--- config.mk ---
export PLATFORM = sky130hd
export DESIGN_NAME = ply_list_index_primitive_assembler
export DESIGN_NICKNAME = d
export VERILOG_FILES = /design/src/rtl/core/plia_pkg.sv /design/src/rtl/core/plia_cfg_regs.sv /design/src/rtl/core/plia_parse.sv /design/src/rtl/core/plia_out_reg.sv /design/src/rtl/core/ply_list_index_primitive_assembler.sv
export SDC_FILE = /design/constraint.sdc
export NUM_CORES = 1
export LEC_CHECK = 0
export ABC_AREA = 1
export ABC_CLOCK_PERIOD_IN_PS = 5500
export BUFFER_PORTS_ARGS = -buffer_cell sky130_fd_sc_hd__buf_2
export CAP_MARGIN = 10
export CORE_MARGIN = 4
export CORE_UTILIZATION = 60
export DETAILED_ROUTE_END_ITERATION = 8
export PLACE_DENSITY = 0.81
export SYNTH_ARGS = -nofsm -noshare
export SYNTH_HDL_FRONTEND = slang
export SYNTH_SLANG_ARGS = --single-unit
--- constraint.sdc ---
create_clock -name clk -period 5.5 [get_ports clk]
set_clock_uncertainty 0.15 [all_clocks]
set_input_delay 0.55 -clock clk [delete_from_list [all_inputs] [get_ports clk]]
set_output_delay 0.55 -clock clk [all_outputs]
set_load 0.05 [all_outputs]
--- src/rtl/core/plia_pkg.sv ---
package plia_pkg;

    localparam int unsigned IndexWidth = 32;
    localparam int unsigned CountWidth = 32;
    localparam int unsigned ByteWidth  = 8;

    // configuration register indexes
    localparam logic [1:0] REG_STRIP_MODE  = 2'd0;
    localparam logic [1:0] REG_COUNT_WIDTH = 2'd1;
    localparam logic [1:0] REG_INDEX_WIDTH = 2'd2;
    localparam logic [1:0] REG_ENTRY_TOTAL = 2'd3;

    // byte width codes
    localparam logic [1:0] WCODE_ONE  = 2'd0;
    localparam logic [1:0] WCODE_TWO  = 2'd1;
    localparam logic [1:0] WCODE_FOUR = 2'd2;

    // result kinds
    localparam logic [1:0] KIND_FACE = 2'd0;
    localparam logic [1:0] KIND_TRI  = 2'd1;
    localparam logic [1:0] KIND_DONE = 2'd2;

    typedef struct packed {
        logic                    strip_mode;
        logic [1:0]              count_width_code;
        logic [1:0]              index_width_code;
        logic                    entry_load;
        logic [CountWidth-1:0]   entry_value;
    } cfg_t;

    typedef struct packed {
        logic [1:0]              kind;
        logic [IndexWidth-1:0]   first;
        logic [IndexWidth-1:0]   second;
        logic [IndexWidth-1:0]   third;
        logic                    entry_end;
        logic                    element_done;
    } result_t;

    // number of bytes for a width code; code three counts as four bytes
    function automatic logic [2:0] width_bytes(input logic [1:0] code);
        logic [2:0] w;
        unique case (code)
            WCODE_ONE: w = 3'd1;
            WCODE_TWO: w = 3'd2;
            default:   w = 3'd4;
        endcase
        return w;
    endfunction

    // restart marker at a width code
    function automatic logic [IndexWidth-1:0] all_ones(input logic [1:0] code);
        logic [IndexWidth-1:0] v;
        unique case (code)
            WCODE_ONE: v = IndexWidth'(8'hFF);
            WCODE_TWO: v = IndexWidth'(16'hFFFF);
            default:   v = '1;
        endcase
        return v;
    endfunction

endpackage

--- src/rtl/core/plia_cfg_regs.sv ---
module plia_cfg_regs
    import plia_pkg::*;
(
    input  logic                  clk,
    input  logic                  rst_n,
    input  logic                  cfg_write,
    input  logic [1:0]            cfg_index,
    input  logic [CountWidth-1:0] cfg_data,
    output cfg_t                  cfg
);

    logic       strip_mode_reg;
    logic [1:0] count_width_reg;
    logic [1:0] index_width_reg;

    always_ff @(posedge clk or negedge rst_n)
    begin
        if (!rst_n)
        begin
            strip_mode_reg  <= 1'b0;
            count_width_reg <= WCODE_ONE;
            index_width_reg <= WCODE_FOUR;
        end
        else if (cfg_write)
        begin
            unique case (cfg_index)
                REG_STRIP_MODE:  strip_mode_reg  <= cfg_data[0];
                REG_COUNT_WIDTH: count_width_reg <= cfg_data[1:0];
                REG_INDEX_WIDTH: index_width_reg <= cfg_data[1:0];
                default:         ; // entry total goes straight to the parser
            endcase
        end
    end

    always_comb
    begin
        cfg.strip_mode       = strip_mode_reg;
        cfg.count_width_code = count_width_reg;
        cfg.index_width_code = index_width_reg;
        cfg.entry_load       = cfg_write && (cfg_index == REG_ENTRY_TOTAL);
        cfg.entry_value      = cfg_data;
    end

endmodule

--- src/rtl/core/plia_parse.sv ---
module plia_parse
    import plia_pkg::*;
(
    input  logic                 clk,
    input  logic                 rst_n,
    input  cfg_t                 cfg,
    input  logic                 step,
    input  logic [ByteWidth-1:0] byte_in,
    output logic                 res_valid,
    output result_t              res
);

    logic                  reading_count_reg, reading_count_next;
    logic [1:0]            byte_pos_reg, byte_pos_next;
    logic [IndexWidth-1:0] value_reg, value_next;
    logic [CountWidth-1:0] indices_left_reg, indices_left_next;
    logic [CountWidth-1:0] entries_left_reg, entries_left_next;
    logic                  older_valid_reg, older_valid_next;
    logic [IndexWidth-1:0] older_reg, older_next;
    logic                  newer_valid_reg, newer_valid_next;
    logic [IndexWidth-1:0] newer_reg, newer_next;

    logic [1:0]            wcode;
    logic [IndexWidth-1:0] assembled;
    logic [1:0]            pos_inc;
    logic                  complete;
    logic                  ended;
    logic                  have_prim;
    logic [CountWidth-1:0] idx_dec;
    logic [CountWidth-1:0] ent_dec;

    always_comb
    begin
        wcode     = reading_count_reg ? cfg.count_width_code : cfg.index_width_code;
        assembled = value_reg
                  | (IndexWidth'(byte_in) << {byte_pos_reg, 3'b000});
        pos_inc   = byte_pos_reg + 2'd1;
        complete  = (pos_inc == 2'd0) || ({1'b0, pos_inc} >= width_bytes(wcode));
        idx_dec   = indices_left_reg - CountWidth'(1);
        ent_dec   = entries_left_reg - CountWidth'(1);

        reading_count_next = reading_count_reg;
        byte_pos_next      = byte_pos_reg;
        value_next         = value_reg;
        indices_left_next  = indices_left_reg;
        entries_left_next  = entries_left_reg;
        older_valid_next   = older_valid_reg;
        older_next         = older_reg;
        newer_valid_next   = newer_valid_reg;
        newer_next         = newer_reg;

        ended     = 1'b0;
        have_prim = 1'b0;
        res       = '0;
        res_valid = 1'b0;

        if (cfg.entry_load)
        begin
            entries_left_next  = cfg.entry_value;
            reading_count_next = 1'b1;
            byte_pos_next      = 2'd0;
            value_next         = '0;
            indices_left_next  = '0;
            older_valid_next   = 1'b0;
            older_next         = '0;
            newer_valid_next   = 1'b0;
            newer_next         = '0;
        end
        else if (step && (entries_left_reg != '0))
        begin
            if (!complete)
            begin
                value_next    = assembled;
                byte_pos_next = pos_inc;
            end
            else
            begin
                value_next    = '0;
                byte_pos_next = 2'd0;
                if (reading_count_reg)
                begin
                    indices_left_next = assembled;
                    older_valid_next  = 1'b0;
                    older_next        = '0;
                    newer_valid_next  = 1'b0;
                    newer_next        = '0;
                    if (assembled == '0)
                        ended = 1'b1;
                    else
                        reading_count_next = 1'b0;
                end
                else
                begin
                    priority if (!cfg.strip_mode)
                    begin
                        have_prim = 1'b1;
                        res.kind  = KIND_FACE;
                        res.first = assembled;
                    end
                    else if (assembled == all_ones(wcode))
                    begin
                        // restart: drop the strip window
                        older_valid_next = 1'b0;
                        older_next       = '0;
                        newer_valid_next = 1'b0;
                        newer_next       = '0;
                    end
                    else if (!older_valid_reg)
                    begin
                        older_valid_next = 1'b1;
                        older_next       = assembled;
                    end
                    else if (!newer_valid_reg)
                    begin
                        newer_valid_next = 1'b1;
                        newer_next       = assembled;
                    end
                    else
                    begin
                        have_prim  = 1'b1;
                        res.kind   = KIND_TRI;
                        res.first  = older_reg;
                        res.second = newer_reg;
                        res.third  = assembled;
                        older_next = newer_reg;
                        newer_next = assembled;
                    end
                    indices_left_next = idx_dec;
                    if (idx_dec == '0)
                        ended = 1'b1;
                end

                if (ended)
                begin
                    reading_count_next = 1'b1;
                    entries_left_next  = ent_dec;
                    res.entry_end      = 1'b1;
                    res.element_done   = (ent_dec == '0);
                end

                if (!have_prim && res.element_done)
                    res.kind = KIND_DONE;
                res_valid = have_prim || res.element_done;
            end
        end
    end

    always_ff @(posedge clk or negedge rst_n)
    begin
        if (!rst_n)
        begin
            reading_count_reg <= 1'b1;
            byte_pos_reg      <= 2'd0;
            value_reg         <= '0;
            indices_left_reg  <= '0;
            entries_left_reg  <= '0;
            older_valid_reg   <= 1'b0;
            older_reg         <= '0;
            newer_valid_reg   <= 1'b0;
            newer_reg         <= '0;
        end
        else
        begin
            reading_count_reg <= reading_count_next;
            byte_pos_reg      <= byte_pos_next;
            value_reg         <= value_next;
            indices_left_reg  <= indices_left_next;
            entries_left_reg  <= entries_left_next;
            older_valid_reg   <= older_valid_next;
            older_reg         <= older_next;
            newer_valid_reg   <= newer_valid_next;
            newer_reg         <= newer_next;
        end
    end

endmodule

--- src/rtl/core/plia_out_reg.sv ---
module plia_out_reg
    import plia_pkg::*;
(
    input  logic    clk,
    input  logic    rst_n,
    input  logic    load,
    input  result_t res,
    input  logic    out_ready,
    output logic    out_valid,
    output logic    advance,
    output result_t out_res
);

    logic    valid_reg, valid_next;
    result_t res_reg;

    assign advance = !valid_reg || out_ready;

    always_comb
    begin
        valid_next = valid_reg;
        if (advance)
            valid_next = load;
    end

    always_ff @(posedge clk or negedge rst_n)
    begin
        if (!rst_n)
            valid_reg <= 1'b0;
        else
            valid_reg <= valid_next;
    end

    always_ff @(posedge clk)
    begin
        if (advance && load)
            res_reg <= res;
    end

    assign out_valid = valid_reg;
    assign out_res   = res_reg;

endmodule

--- src/rtl/core/ply_list_index_primitive_assembler.sv ---
// PLY list index assembler. Bytes of a binary little-endian PLY list element
// arrive one per request on the input channel, and a byte can enter on every
// clock while in_ready is high. Each byte is captured in an input register
// at the accepting edge and decoded by one pass of parse logic, which waits
// while the result register is full and out_ready is low. Any result is
// stored in the result register and drives out_valid. The input side keeps
// accepting while a result waits; in_ready drops only when the input register
// still holds a byte while the result register is full and out_ready is low.
// Each list entry is a count (1, 2 or 4 bytes) and that many indices
// of the configured width. Face mode (strip_mode = 0) returns each index;
// strip mode forms triangles from a two-index window that is cleared at the
// start of each entry and on an all-ones restart index. After entry_total
// entries a result marked element_done is returned (kind 2 if it carries
// no primitive); later bytes are dropped until entry_total is written again,
// which also restarts parsing. Write configuration only while idle.
module ply_list_index_primitive_assembler
    import plia_pkg::*;
(
    input  logic                  clk,
    input  logic                  rst_n,
    // configuration
    input  logic                  cfg_write,
    input  logic [1:0]            cfg_index,
    input  logic [CountWidth-1:0] cfg_data,
    // byte input
    input  logic                  in_valid,
    output logic                  in_ready,
    input  logic [ByteWidth-1:0]  data_byte,
    // results
    output logic                  out_valid,
    input  logic                  out_ready,
    output logic [1:0]            result_kind,
    output logic [IndexWidth-1:0] index_first,
    output logic [IndexWidth-1:0] index_second,
    output logic [IndexWidth-1:0] index_third,
    output logic                  entry_end,
    output logic                  element_done
);

    cfg_t                 cfg;
    result_t              res;
    result_t              out_res;
    logic                 res_valid;
    logic                 advance;
    logic                 step;

    logic                 in_valid_reg, in_valid_next;
    logic [ByteWidth-1:0] byte_reg;

    plia_cfg_regs u_cfg (
        .clk       (clk),
        .rst_n     (rst_n),
        .cfg_write (cfg_write),
        .cfg_index (cfg_index),
        .cfg_data  (cfg_data),
        .cfg       (cfg)
    );

    // a held byte is parsed once the result register can take its result
    assign step     = in_valid_reg && advance;
    assign in_ready = !in_valid_reg || advance;

    always_comb
    begin
        in_valid_next = in_valid_reg;
        if (in_ready)
            in_valid_next = in_valid;
    end

    always_ff @(posedge clk or negedge rst_n)
    begin
        if (!rst_n)
            in_valid_reg <= 1'b0;
        else
            in_valid_reg <= in_valid_next;
    end

    always_ff @(posedge clk)
    begin
        if (in_valid && in_ready)
            byte_reg <= data_byte;
    end

    plia_parse u_parse (
        .clk       (clk),
        .rst_n     (rst_n),
        .cfg       (cfg),
        .step      (step),
        .byte_in   (byte_reg),
        .res_valid (res_valid),
        .res       (res)
    );

    plia_out_reg u_out (
        .clk       (clk),
        .rst_n     (rst_n),
        .load      (step && res_valid),
        .res       (res),
        .out_ready (out_ready),
        .out_valid (out_valid),
        .advance   (advance),
        .out_res   (out_res)
    );

    assign result_kind  = out_res.kind;
    assign index_first  = out_res.first;
    assign index_second = out_res.second;
    assign index_third  = out_res.third;
    assign entry_end    = out_res.entry_end;
    assign element_done = out_res.element_done;

endmodule
; ---- Yosys cells after proc, flatten, opt, wreduce, memory -nomap -nowiden
; Cells that the tools add are included.
[word_totals]
regBits = 280
inputBits = 47
output_inout_bits = 102
word_cells = 160
[op_classes]
n_addsub = 3
order_cmp = 1
eq_ne = 6
n_shift = 1
muxes = 83
bitwise = 6
reduce_logical = 38
[ops]
columns = cell, n
row1 = 32-bit 2-to-1 mux, 31
row2 = 98-bit 2-to-1 mux, 3
row3 = 97-bit 2-to-1 mux, 1
row4 = 32-bit logical NOT, 3
row5 = 64-bit 2-to-1 mux, 1
row6 = 32-bit case mux with 2 select lines, 1
row7 = 32-bit by 1-bit subtractor with 32-bit output (second input constant), 2
row8 = 1-bit 2-to-1 mux, 35
row9 = 34-bit 2-to-1 mux, 1
row10 = 32-bit equality test, 1
row11 = 32-bit OR, 1
row12 = 32-bit nonzero test, 1
row13 = 8-bit by 5-bit << shifter with 32-bit output, 1
row14 = 2-bit 2-to-1 mux, 9
row15 = 8-bit OR reduction, 2
row16 = 2-bit AND reduction, 4
row17 = 4-bit AND reduction, 2
row18 = 1-bit logical AND, 7
row19 = 2-bit logical NOT, 3
row20 = 3-bit case mux with 2 select lines, 1
row21 = 3-bit AND reduction, 2
row22 = 2-bit nonzero test, 3
row23 = 5-bit by 4-bit inequality test with 1-bit output (second input constant), 1
row24 = 1-bit inverter, 5
row25 = other kinds (10), 17

; ---- Logic depth before layout (Yosys ltp)
; Gate-level depths: netlist of the first run.
[logic_depth]
ltp_word = 21
ltp_mapped = 19

; ---- Modules after synthesis
; A second synthesis of the first run with hierarchy kept.
[hier_totals]
hier_cells = 1930
area_unflattened_um2 = 15079.5
[modules_own_cells]
columns = mod, n_inst, cells_per_inst, area_each_um2
row1 = plia_parse, 1, 1744, 11237.0
row2 = plia_out_reg, 1, 106, 3047.9
row3 = plia_cfg_regs, 1, 62, 491.7
row4 = ply_list_index_primitive_assembler, 1, 18, 302.8

; ---- Worst setup path after synthesis of the first run
; OpenSTA, ideal clock, no wires.
[synth_path]
kind = register to register
start = register u_parse.reading_count_reg
end = register u_out.res_reg (netlist bit u_out.out_res[0]), enable pin
arrival_time_ns = 4.042
setup_slack_ns = 0.380
path_stages_with_launch = 16
path_buffers = 1
synth_period_minus_slack_ns = 5.120
cell_sequence = dfstp_2 -> buf_4 -> inv_2 -> or2_1 -> o21ai_2 -> inv_1 -> nor2_1 -> ha_1 -> o21ai_0 -> nand2_1 -> a21oi_1 -> nor2_4 -> nand2_1 -> inv_1 -> nand3_1 -> nand2_1
[synth_between]
elab_chain_len = 21
[synth_lines]
columns = element, line
row1 = "start, declared", plia_parse.sv:13  ; logic reading_count_reg, reading_count_next;
row2 = "start signal, assigned", plia_parse.sv:164  ; reading_count_reg <= reading_count_next;
row3 = 2-bit 2-to-1 mux, plia_parse.sv:34  ; wcode = reading_count_reg ? cfg.count_width_code : cfg.index_width_code;
row4 = 2-bit by 1-bit equality test with 1-bit output or 2-bit logical NOT (tied branches), "plia_pkg.sv:43, plia_pkg.sv:54"
row5 = 32-bit case mux with 2 select lines, plia_pkg.sv:54  ; unique case (code)
row6 = 32-bit 2-to-1 mux, plia_parse.sv:94  ; priority if (!cfg.strip_mode)
row7 = 32-bit 2-to-1 mux, plia_parse.sv:80  ; if (reading_count_reg)
row8 = 32-bit 2-to-1 mux, plia_parse.sv:71  ; if (!complete)
row9 = 32-bit 2-to-1 mux, plia_parse.sv:69  ; else if (step && (entries_left_reg != '0))
row10 = 32-bit 2-to-1 mux, plia_parse.sv:57  ; if (cfg.entry_load)
row11 = (+5 left out), --
row12 = 1-bit 2-to-1 mux, plia_parse.sv:69
row13 = 1-bit 2-to-1 mux, plia_parse.sv:57
row14 = 1-bit logical OR, plia_parse.sv:143  ; res_valid = have_prim || res.element_done;
row15 = 1-bit 2-to-1 mux (*), plia_parse.sv:71
row16 = 1-bit 2-to-1 mux (*), plia_parse.sv:69
row17 = 1-bit 2-to-1 mux (*), plia_parse.sv:57
row18 = 1-bit logical AND (*), ply_list_index_primitive_assembler.sv:97  ; .load (step && res_valid),
row19 = 1-bit logical AND (*), plia_out_reg.sv:36  ; if (advance && load)
row20 = "end signal, assigned", plia_out_reg.sv:37  ; res_reg <= res;
row21 = "end, declared", plia_out_reg.sv:15  ; result_t res_reg;
; Every way passes the cells marked *; elsewhere a longest branch is shown, timed or not. The select of a mux whose other input is x is not followed.
; A chain may end at the register's enable or synchronous reset.

; ---- Worst setup path in the final report of the first run
[layout_path]
start = register u_parse.reading_count_reg
end = register u_out.res_reg (netlist bit u_out.out_res[70]) (data pin)
[layout_between]
elab_chain_len = 11
[layout_lines]
columns = element, line
row1 = 2-bit 2-to-1 mux, plia_parse.sv:34
row2 = 2-bit by 1-bit equality test with 1-bit output or 2-bit logical NOT (tied branches), "plia_pkg.sv:43, plia_pkg.sv:54"
row3 = 32-bit case mux with 2 select lines, plia_pkg.sv:54
row4 = 32-bit 2-to-1 mux, plia_parse.sv:94
row5 = 32-bit 2-to-1 mux, plia_parse.sv:80
row6 = 32-bit 2-to-1 mux, plia_parse.sv:71
row7 = 32-bit 2-to-1 mux, plia_parse.sv:69
row8 = 32-bit 2-to-1 mux, plia_parse.sv:57
row9 = 32-bit equality test, plia_parse.sv:100  ; else if (assembled == all_ones(wcode))
row10 = 98-bit 2-to-1 mux, plia_parse.sv:100
row11 = 34-bit 2-to-1 mux, plia_parse.sv:94
; Several ways; a longest one is shown, not always the timed one. The select of a mux whose other input is x is not followed.

==> results, run 1 <==
- The run finished, with violations left.
- The final reports fail on hold timing.
- In the synthesized netlist, mux cells make up 0% of the area.
- The met1 usage is 43.04%.
- The share of the synthesized area in compound gates (AO/OA/AOI/OAI) is under 10%.
- After synthesis the netlist holds a flip-flop and latch count of between 200 and 300.
- Global routing finished with a remaining overflow of 0.
- In this run the core area contains 57 standard-cell rows.
- The maximum number of pins on one net before global-route repair is ~170.
- The via density per instance is just under 6.
- The number of max-cap violations is 0.
- The net count of the finished layout is about 2100.
- The first-pass iteration count of the detailed router is 5.
- The clock net in this run drives a total of 280 sinks.
- The number of distinct library cells after synthesis is 38.
- Setup repair after global routing left no endpoint under its margin.
- The first global-routing pass estimated roughly 71000 um of wire.
- The gate count of the mapped netlist is approximately 2000.
- The die height is 165.9 um.
- The floorplan step defined a die boundary enclosing about 28000 um^2.
- The normalized max-slew margin is about a quarter.
- The minimum hold slack is -100.2 ps.
- STA classifies the critical path endpoint as a register.
- The largest fanout of any net on the critical path is 24.
- During placement, the flow inserted port buffers numbering between 100 and 150.
- The region available for standard cell placement spans around 24000 um^2.
- Static timing analysis puts the maximum clock frequency at approximately 0.22 GHz.
- After legalization and detailed placement, the total HPWL measured just over 30000 um.
- The power per cell area is slightly above 600 nW/um^2.
- After clock tree synthesis, the setup repair step added 0 buffers.
- Power comes to about 10 mW.
- STA classifies the critical path startpoint as a register.
- The count of final max-slew check failures is 0.
- In this run the critical register-to-register path is launched from u_parse.reading_count_reg.
- The average instance in the mapped netlist occupies ~7.6 um^2.
- Before CTS, the worst setup slack after placement is roughly 1200 ps.
- From synthesis to final layout, the design area changed by 12.05%.
- The final period utilization is around 81%.
- TritonCTS created 29 clock buffers.
- The detail route stage leaves a number of antenna-violating nets equal to 0.
- In the final layout, flip-flops and latches occupy about 7500 um^2.
- For this run, global-route usage on met3 was measured as 3.737%.
- The longest clock path from root to sink contains 3 buffers.
- During I/O placement, the number of pins put on the boundary was ~150.
- The H-tree depth is 1.
- The final total negative setup slack is 0 ps.
- For this run, design rule violations remaining after detail routing come to 0.
- Of the total synthesized cell area, the portion taken by AND, OR, NAND and NOR gates is 32.35%.
- The via count is about 14000.
- The number of antenna diodes in the final layout is 0.
- Yosys printed 0 warnings.
- The register with the most flip-flops in the layout has 100 of them.
- The leakage component of the power is between 7 and 8 nW.
- The fraction of synthesis flops using an asynchronous set or reset pin is around 61%.
- The largest family of logic cells by synthesized area is simple AND/OR/NAND/NOR gates.
- After clock tree synthesis, the clock-pin slew on the worst setup and hold paths is about 70 ps.
- The final-report hold violation count is 19.
- Cells fill 68.56% of the core in the end.
- The worst register-to-register path has a depth of 14.
- The min-delay analysis places its worst path in the category input port to async pin.
- For this run, the total global-route usage over all layers was measured as roughly a third.
- The smallest setup slack after layout is 1041 ps.
- In the synthesized netlist the dominant register cell turns out to be sky130_fd_sc_hd__dfrtp_1.
- The share of the Yosys chip area taken by registers is 50.44%.
- STA puts the critical path data arrival time at between 4000 and 5000 ps.
- In this run the horizontal extent of the chip is between 150 and 200 um.
- The number of antenna violations at the first check in global routing is 0.
- The global routing stage identified its most utilized layer as met2.
- For flop-to-flop paths, the worst setup slack is ~1000 ps.
- The filler cells instantiated in the layout total 2098.
- For the worst setup path, the data required time is ~5600 ps.
- The endpoint of the lowest-slack register-to-register path is u_out.out_res[70].
- The number of global-route vias before repair is between 10000 and 15000.
- The number of hold-repair buffers added at the cts stage is 0.
- For the worst-skew pair, the clock arrives at the later sink with an insertion delay of about 560 ps.
- Post-CTS repair changed the size of 0 cells.
- The root buffer selected by CTS is sky130_fd_sc_hd__clkbuf_16.
- The cell area after technology mapping is ~15000 um^2.
- The proportion of layout cells with a drive suffix above 1 is 11.63%.
- The number of nets handed over by synthesis was a little over 2000.
- The parity-gate share of the synthesized area counting xor and xnor cells is less than 1%.
- The initial core utilization is around three fifths.
- Global routing used between 50% and 60% of the available met2 tracks.
- After the flow finishes, the layout carries non-filler instances totaling ~2400.
- The origin of the worst setup path is u_parse.reading_count_reg.
- Once placement completed, the tool counted placed cells totaling 2360.
- The highest ir drop seen on vdd is 0.0003463 V.
- The share of synthesized cell area in full adder, half adder and majority cells is less than 1%.
- Setup violations remaining at the end of the flow were counted as 0.
- The number of violations reported at the end of detailed-routing iteration 0 is 1556.
- The final critical path time including I/O delays and setup is between 4000 and 5000 ps.
- In the final layout, the multi-input gates occupy approximately 6200 um^2.
- In the final routed layout, each cell accounts on average for approximately 18 um.
- The endpoint of the most critical setup path is u_out.out_res[70].
- For the pin with the worst max-slew slack, the measured transition is between 1000 and 1500 ps.
- After detailed routing, the total wire length is between 40000 and 50000 um.
- The final weighted congestion of routability-driven global placement is between 0.9 and 1.
- The TritonCTS clock tree is built.
- The critical path is of the register to register type.
- The count of flip-flops with a built-in enable after synthesis is between 100 and 150.
## cells in the mapped netlist (2+ instances only)
library cell                 n  share of area [%]
sky130_fd_sc_hd__dfstp_2     2               0.35
sky130_fd_sc_hd__clkbuf_1   40                1.0
sky130_fd_sc_hd__or2_2       4               0.17
sky130_fd_sc_hd__buf_1       9               0.23
sky130_fd_sc_hd__nand3b_1    5               0.25
sky130_fd_sc_hd__a31oi_1    12               0.50
sky130_fd_sc_hd__nand2_2     2              0.084
sky130_fd_sc_hd__buf_4       3               0.15
sky130_fd_sc_hd__o21ai_0   126                4.2
sky130_fd_sc_hd__inv_1     193                4.8
sky130_fd_sc_hd__a21oi_1    42                1.4
sky130_fd_sc_hd__edfxtp_1  108                 22
sky130_fd_sc_hd__nor2_2      3               0.13
sky130_fd_sc_hd__nor2_4      3               0.23
sky130_fd_sc_hd__xnor2_1     2               0.12
sky130_fd_sc_hd__o22ai_1    24                1.0
sky130_fd_sc_hd__xor2_1     12               0.70
sky130_fd_sc_hd__nor3_1     17               0.57
sky130_fd_sc_hd__ha_1        7               0.59
sky130_fd_sc_hd__o21bai_1    2               0.10
sky130_fd_sc_hd__o21ai_1     6               0.20
sky130_fd_sc_hd__nand2_1   632                 16
sky130_fd_sc_hd__o21ai_2     2               0.12
sky130_fd_sc_hd__inv_2       7               0.18
sky130_fd_sc_hd__buf_6      11               0.83
sky130_fd_sc_hd__dfrtp_1   170                 28
sky130_fd_sc_hd__buf_2      26               0.87
sky130_fd_sc_hd__nand4_1    95                4.0
sky130_fd_sc_hd__nor2_1    247                6.2
sky130_fd_sc_hd__nand3_1   139                4.6
## power by group
group	total [mW]	switching (mW)	internal [mW]	leakage, nW
registers	3.22	0.445	2.78	3.33
clock network	1.92	0.843	1.08	0.432
logic	5.18	3.88	1.30	4.20
total	10.3	5.17	5.16	7.97
## through the flow
step	hold slack [ps]	cell area, um^2
2_1_floorplan	104.4	14970
3_3_place_gp	303.1	15840
3_5_place_dp	308.3	15840
4_1_cts	40.95	16770
5_1_grt	32.82	16770
6_report	-100.2	16770
## kinds of logic after synthesis
kind of cell    count (synthesis)
fa+ha+maj                       7
buf+inv                       290
flops                         280
simple gates                 1152
xor+xnor                       14
compound gates                216
## worst max-delay path, stage by stage (launching register included)
cell and delay (ps):
sky130_fd_sc_hd__dfstp_2 740, sky130_fd_sc_hd__inv_2 250, sky130_fd_sc_hd__or2_1 280, sky130_fd_sc_hd__o21ai_2 140, sky130_fd_sc_hd__inv_1 70, sky130_fd_sc_hd__nor2_1 200
sky130_fd_sc_hd__ha_1 260, sky130_fd_sc_hd__o21ai_0 170, sky130_fd_sc_hd__nand2_1 80, sky130_fd_sc_hd__a21oi_1 420, sky130_fd_sc_hd__nor2_4 120, sky130_fd_sc_hd__nand2_1 260
sky130_fd_sc_hd__inv_2 200, sky130_fd_sc_hd__nand2_1 620, sky130_fd_sc_hd__o21ai_0 210
## placed cells by master (no fill, tap or decap), types with 7 or more instances in the layout
cell / count
sky130_fd_sc_hd__a21oi_1: 42
sky130_fd_sc_hd__a31oi_1: 12
sky130_fd_sc_hd__nor2_1: 247
sky130_fd_sc_hd__clkbuf_16: 30
sky130_fd_sc_hd__dfrtp_1: 170
sky130_fd_sc_hd__buf_2: 147
sky130_fd_sc_hd__edfxtp_1: 108
sky130_fd_sc_hd__inv_2: 7
sky130_fd_sc_hd__o22ai_1: 24
sky130_fd_sc_hd__inv_1: 193
sky130_fd_sc_hd__buf_4: 16
sky130_fd_sc_hd__clkbuf_1: 7
sky130_fd_sc_hd__nand3_1: 138
sky130_fd_sc_hd__nor3_1: 17
sky130_fd_sc_hd__ha_1: 7
sky130_fd_sc_hd__nand4_1: 95
sky130_fd_sc_hd__nand2_1: 631
sky130_fd_sc_hd__clkinvlp_4: 7
sky130_fd_sc_hd__xor2_1: 12
sky130_fd_sc_hd__o21ai_0: 126
## how the worst min path moves through the flow
stage	start	end	slack, ps	cells after the start
6_report	rst_n	u_parse.entries_left_reg[16]	-100	2
5_1_grt	data_byte[0]	byte_reg[0]	30	1
4_1_cts	data_byte[0]	byte_reg[0]	40	1
3_5_place_dp	u_parse.newer_reg[16]	u_parse.newer_reg[16]	310	2
3_3_place_gp	u_parse.newer_reg[21]	u_parse.newer_reg[21]	300	2
2_1_floorplan	rst_n	in_valid_reg	100	0
## layout make-up
type	instances	area share (%)
multi-input cells	1389	37.11
flip-flops and latches	280	45.01
well taps	324	2.417
repair buffers	166	5.408
clock inverters	14	0.7385
inverters	201	4.513
clock buffers	39	4.797
## layer usage
metal | up-vias | part of all wire, %
met5 | - | 0
met1 | 6650 | 40
li1 | 6608 | -
met3 | 111 | 8.3
met4 | 0 | 3.7
met2 | 741 | 48
No activity file was read; power rests on OpenSTA's default activity.
==> run 2: changes to the inputs <==
Settings changed: ABC_CLOCK_PERIOD_IN_PS 5500 to 4700.
Clock period 5.5 ns to 4.7 ns, I/O delays scaled along.
==> results, run 2 (synthesis gave the netlist of run 1 again) <==
- STA puts the critical path data arrival time at between 4000 and 5000 ps.
- Setup violations remaining at the end of the flow were counted as 0.
- The cell count after placement is roughly 2400.
- At the pin with the least slew margin, the transition time is approximately 1200 ps.
- The critical path runs through a total of 14 cells.
- The final layout contains about 2100 nets.
- The flow ran to the end, and the final reports show no timing, DRC or antenna violations.
- The kind of path behind the tightest hold check is input port to register.
- The hold path depth is 3.
- The minimum hold slack is around 64 ps.
- The final period utilization is between 80 and 90%.
- The number of fill cells is ~2000.
- The number of I/O pins is 149.
- The total buffers and inverters traversed by the critical path is 3.
- The count of unresolved DRC violations after routing is 0.
- The clock net in this run drives a total of 280 sinks.
- The highest ir drop seen on vdd is around 0.00046 V.
- Power spread over the standard cell area amounts to approximately 720 nW/um^2.
- The clock latency on the worst-skew pair is between 500 and 600 ps.
- The clock slew at the register clock pins of the worst setup and hold paths is about 60 ps.
- Setup repair after global routing left no endpoint under its margin.
- In the layout the commonest cells are sky130_fd_sc_hd__nand2_1, sky130_fd_sc_hd__nor2_1, sky130_fd_sc_hd__inv_1.
- The biggest cell delay along the critical path is ~730 ps.
- In this run the remaining antenna-violating nets after routing total 0.
- For this block, the initial DRC count from the detailed router was between 1500 and 2000.
- The wire-length estimate of the detail-placed layout is ~30000 um.
- The worst-case hold path end point is u_cfg.index_width_reg[1].
- The global-route wire length before repair is 70190 um.
- The overall track demand over capacity in global routing is a little over 30%.
- In this run the deepest clock path goes through 3 buffers.
- The number of rows in the core area is 57.
- The worst register-to-register path begins at u_parse.reading_count_reg.
- Compared with the post-synthesis result, the final layout area differs by 12.72%.
- The proportion of layout cells with a drive suffix above 1 is between 10% and 20%.
- At the end of routability-driven placement, the weighted congestion stood at around 0.97.
- Summed over all cells, the static leakage comes to between 8 and 9 nW.
- The final total negative setup slack is 0 ps.
- The type of element launching the critical path is a register.
- The number of gates resized after CTS was 0.
- The count of final max-slew check failures is 0.
- The final-report hold violation count was 0.
- The total die area is about 28000 um^2.
- The number of buffer cells added on primary ports is around 150.
- Summing over every cut layer, the via total after detailed routing is around 14000.
- The number of global-route vias before repair came to roughly 13000.
- The root buffer selected by CTS is sky130_fd_sc_hd__clkbuf_16.
- In this run the tightest slew margin relative to its limit is 21.37%.
- The flip-flop count of the largest register after layout is 100.
- The TritonCTS clock tree is built.
- The multi-input combinational cell area is 6225 um^2.
- The filler-free cell count of the finished design is between 2000 and 2500.
- The initial core utilization is about three fifths.
- Entering global routing, the biggest net connects a little over 100 pins.
- The number of antenna diodes is 0.
- Traced cell by cell, the critical path runs through inv_2 -> or2_1 -> o21ai_2 -> inv_1 -> nor2_1 -> ha_1 -> o21ai_0 -> nand2_1 -> a21oi_1 -> nor2_4 -> nand2_1 -> inv_2 -> nand2_1 -> o21ai_0.
- The first detailed-routing pass ran for 7 iterations.
- The library cell used most frequently in the layout, excluding fill and tap cells, is sky130_fd_sc_hd__nand2_1.
- The endpoint identified for the worst register-to-register timing path is u_out.out_res[92].
- In the final layout, flip-flops and latches occupy around 7500 um^2.
- The post-detailed-routing wire length is between 40000 and 50000 um.
- For the worst setup path, the data required time is 4820 ps.
- Along the worst path, the maximum fanout reaches 19.
- Max-cap violations in this run came to 0.
- The critical path endpoint category is a register.
- The horizontal die dimension is approximately 170 um.
- The leftover overflow at the end of global routing is 0.
- The count of cells along the worst register-to-register path is 14.
- The type of the worst setup path is register to register.
- In the final routed layout, each cell accounts on average for between 15 and 20 um.
- The number of antenna violations at the first check in global routing is 0.
- By instance count, the cell type seen most on the critical path is sky130_fd_sc_hd__nand2_1.
- The H-tree depth is 1.
- The kind of cell with the highest combined delay along the critical path is simple AND/OR/NAND/NOR gates.
- Among all stages on the critical path, the largest delay is contributed by sky130_fd_sc_hd__dfstp_2.
- The final critical path time including I/O delays and setup is approximately 4000 ps.
- For this run, the top clock speed supported by timing is about 0.24 GHz.
- The startpoint identified for the worst hold timing path is cfg_data[1].
- The die height is between 150 and 200 um.
- The core region is 24460 um^2.
- Setup slack on the worst reg-to-reg path comes out at slightly above 600 ps.
- The TritonCTS buffer count is 28.
- The via density per instance is approximately 6.
-- run 2: final cells by class --
| class | count | area share [%] |
|---|---|---|
| clock buffers | 36 | 4.516 |
| repair buffers | 173 | 5.821 |
| multi-input cells | 1389 | 36.89 |
| inverters | 201 | 4.486 |
| flip-flops and latches | 280 | 44.75 |
| well taps | 324 | 2.403 |
| clock inverters | 16 | 1.135 |
-- run 2: worst max-delay path by stage --
stage	start	endpoint	slack, ps
floorplan	u_parse.reading_count_reg	u_out.out_res[0]	580
global placement	u_parse.reading_count_reg	u_out.out_res[92]	830
detailed placement	u_parse.reading_count_reg	u_out.out_res[93]	680
CTS	u_parse.reading_count_reg	u_out.out_res[93]	680
global route	u_parse.reading_count_reg	u_out.out_res[93]	280
finish	u_parse.reading_count_reg	u_out.out_res[92]	600
-- run 2: per-layer routing --
layer,track usage (%),wire length [um],vias to the layer above
li1,-,-,6604
met4,11.30,1758,0
met1,42.01,17550,6638
met3,4.451,3677,146
met5,0,0,-
met2,50.71,20810,737
-- run 2: tightest hold or removal path: cells and delay by family --
kind,cells,cell delay (ps)
buf+inv,2,190
compound gates,1,90
-- run 2: metrics by stage --
stage | instance area (um^2) | utilization, % | power, mW | setup WS [ps]
final | 16870 | 68.97 | 12.13 | 603.5
after global routing | 16870 | 68.97 | 12.97 | 280.3
after CTS | 16870 | 68.97 | 12.01 | 682.1
after detailed placement | 15830 | 64.71 | 9.650 | 682.7
after global placement | 15830 | 64.71 | 9.528 | 834.5
after floorplan | 14970 | - | 8.097 | 580.2
-- run 2: what timing repair did --
| item | CTS | global route |
|---|---|---|
| buffers inserted | 0 | 0 |
| endpoints found under the hold margin | 99 | 0 |
| hold buffers | 9 | 0 |
-- run 2: report_power, final --
part / total, mW / internal [mW] / switching, mW
registers: 3.77 / 3.25 / 0.524
logic: 6.01 / 1.52 / 4.49
clock network: 2.35 / 1.37 / 0.978
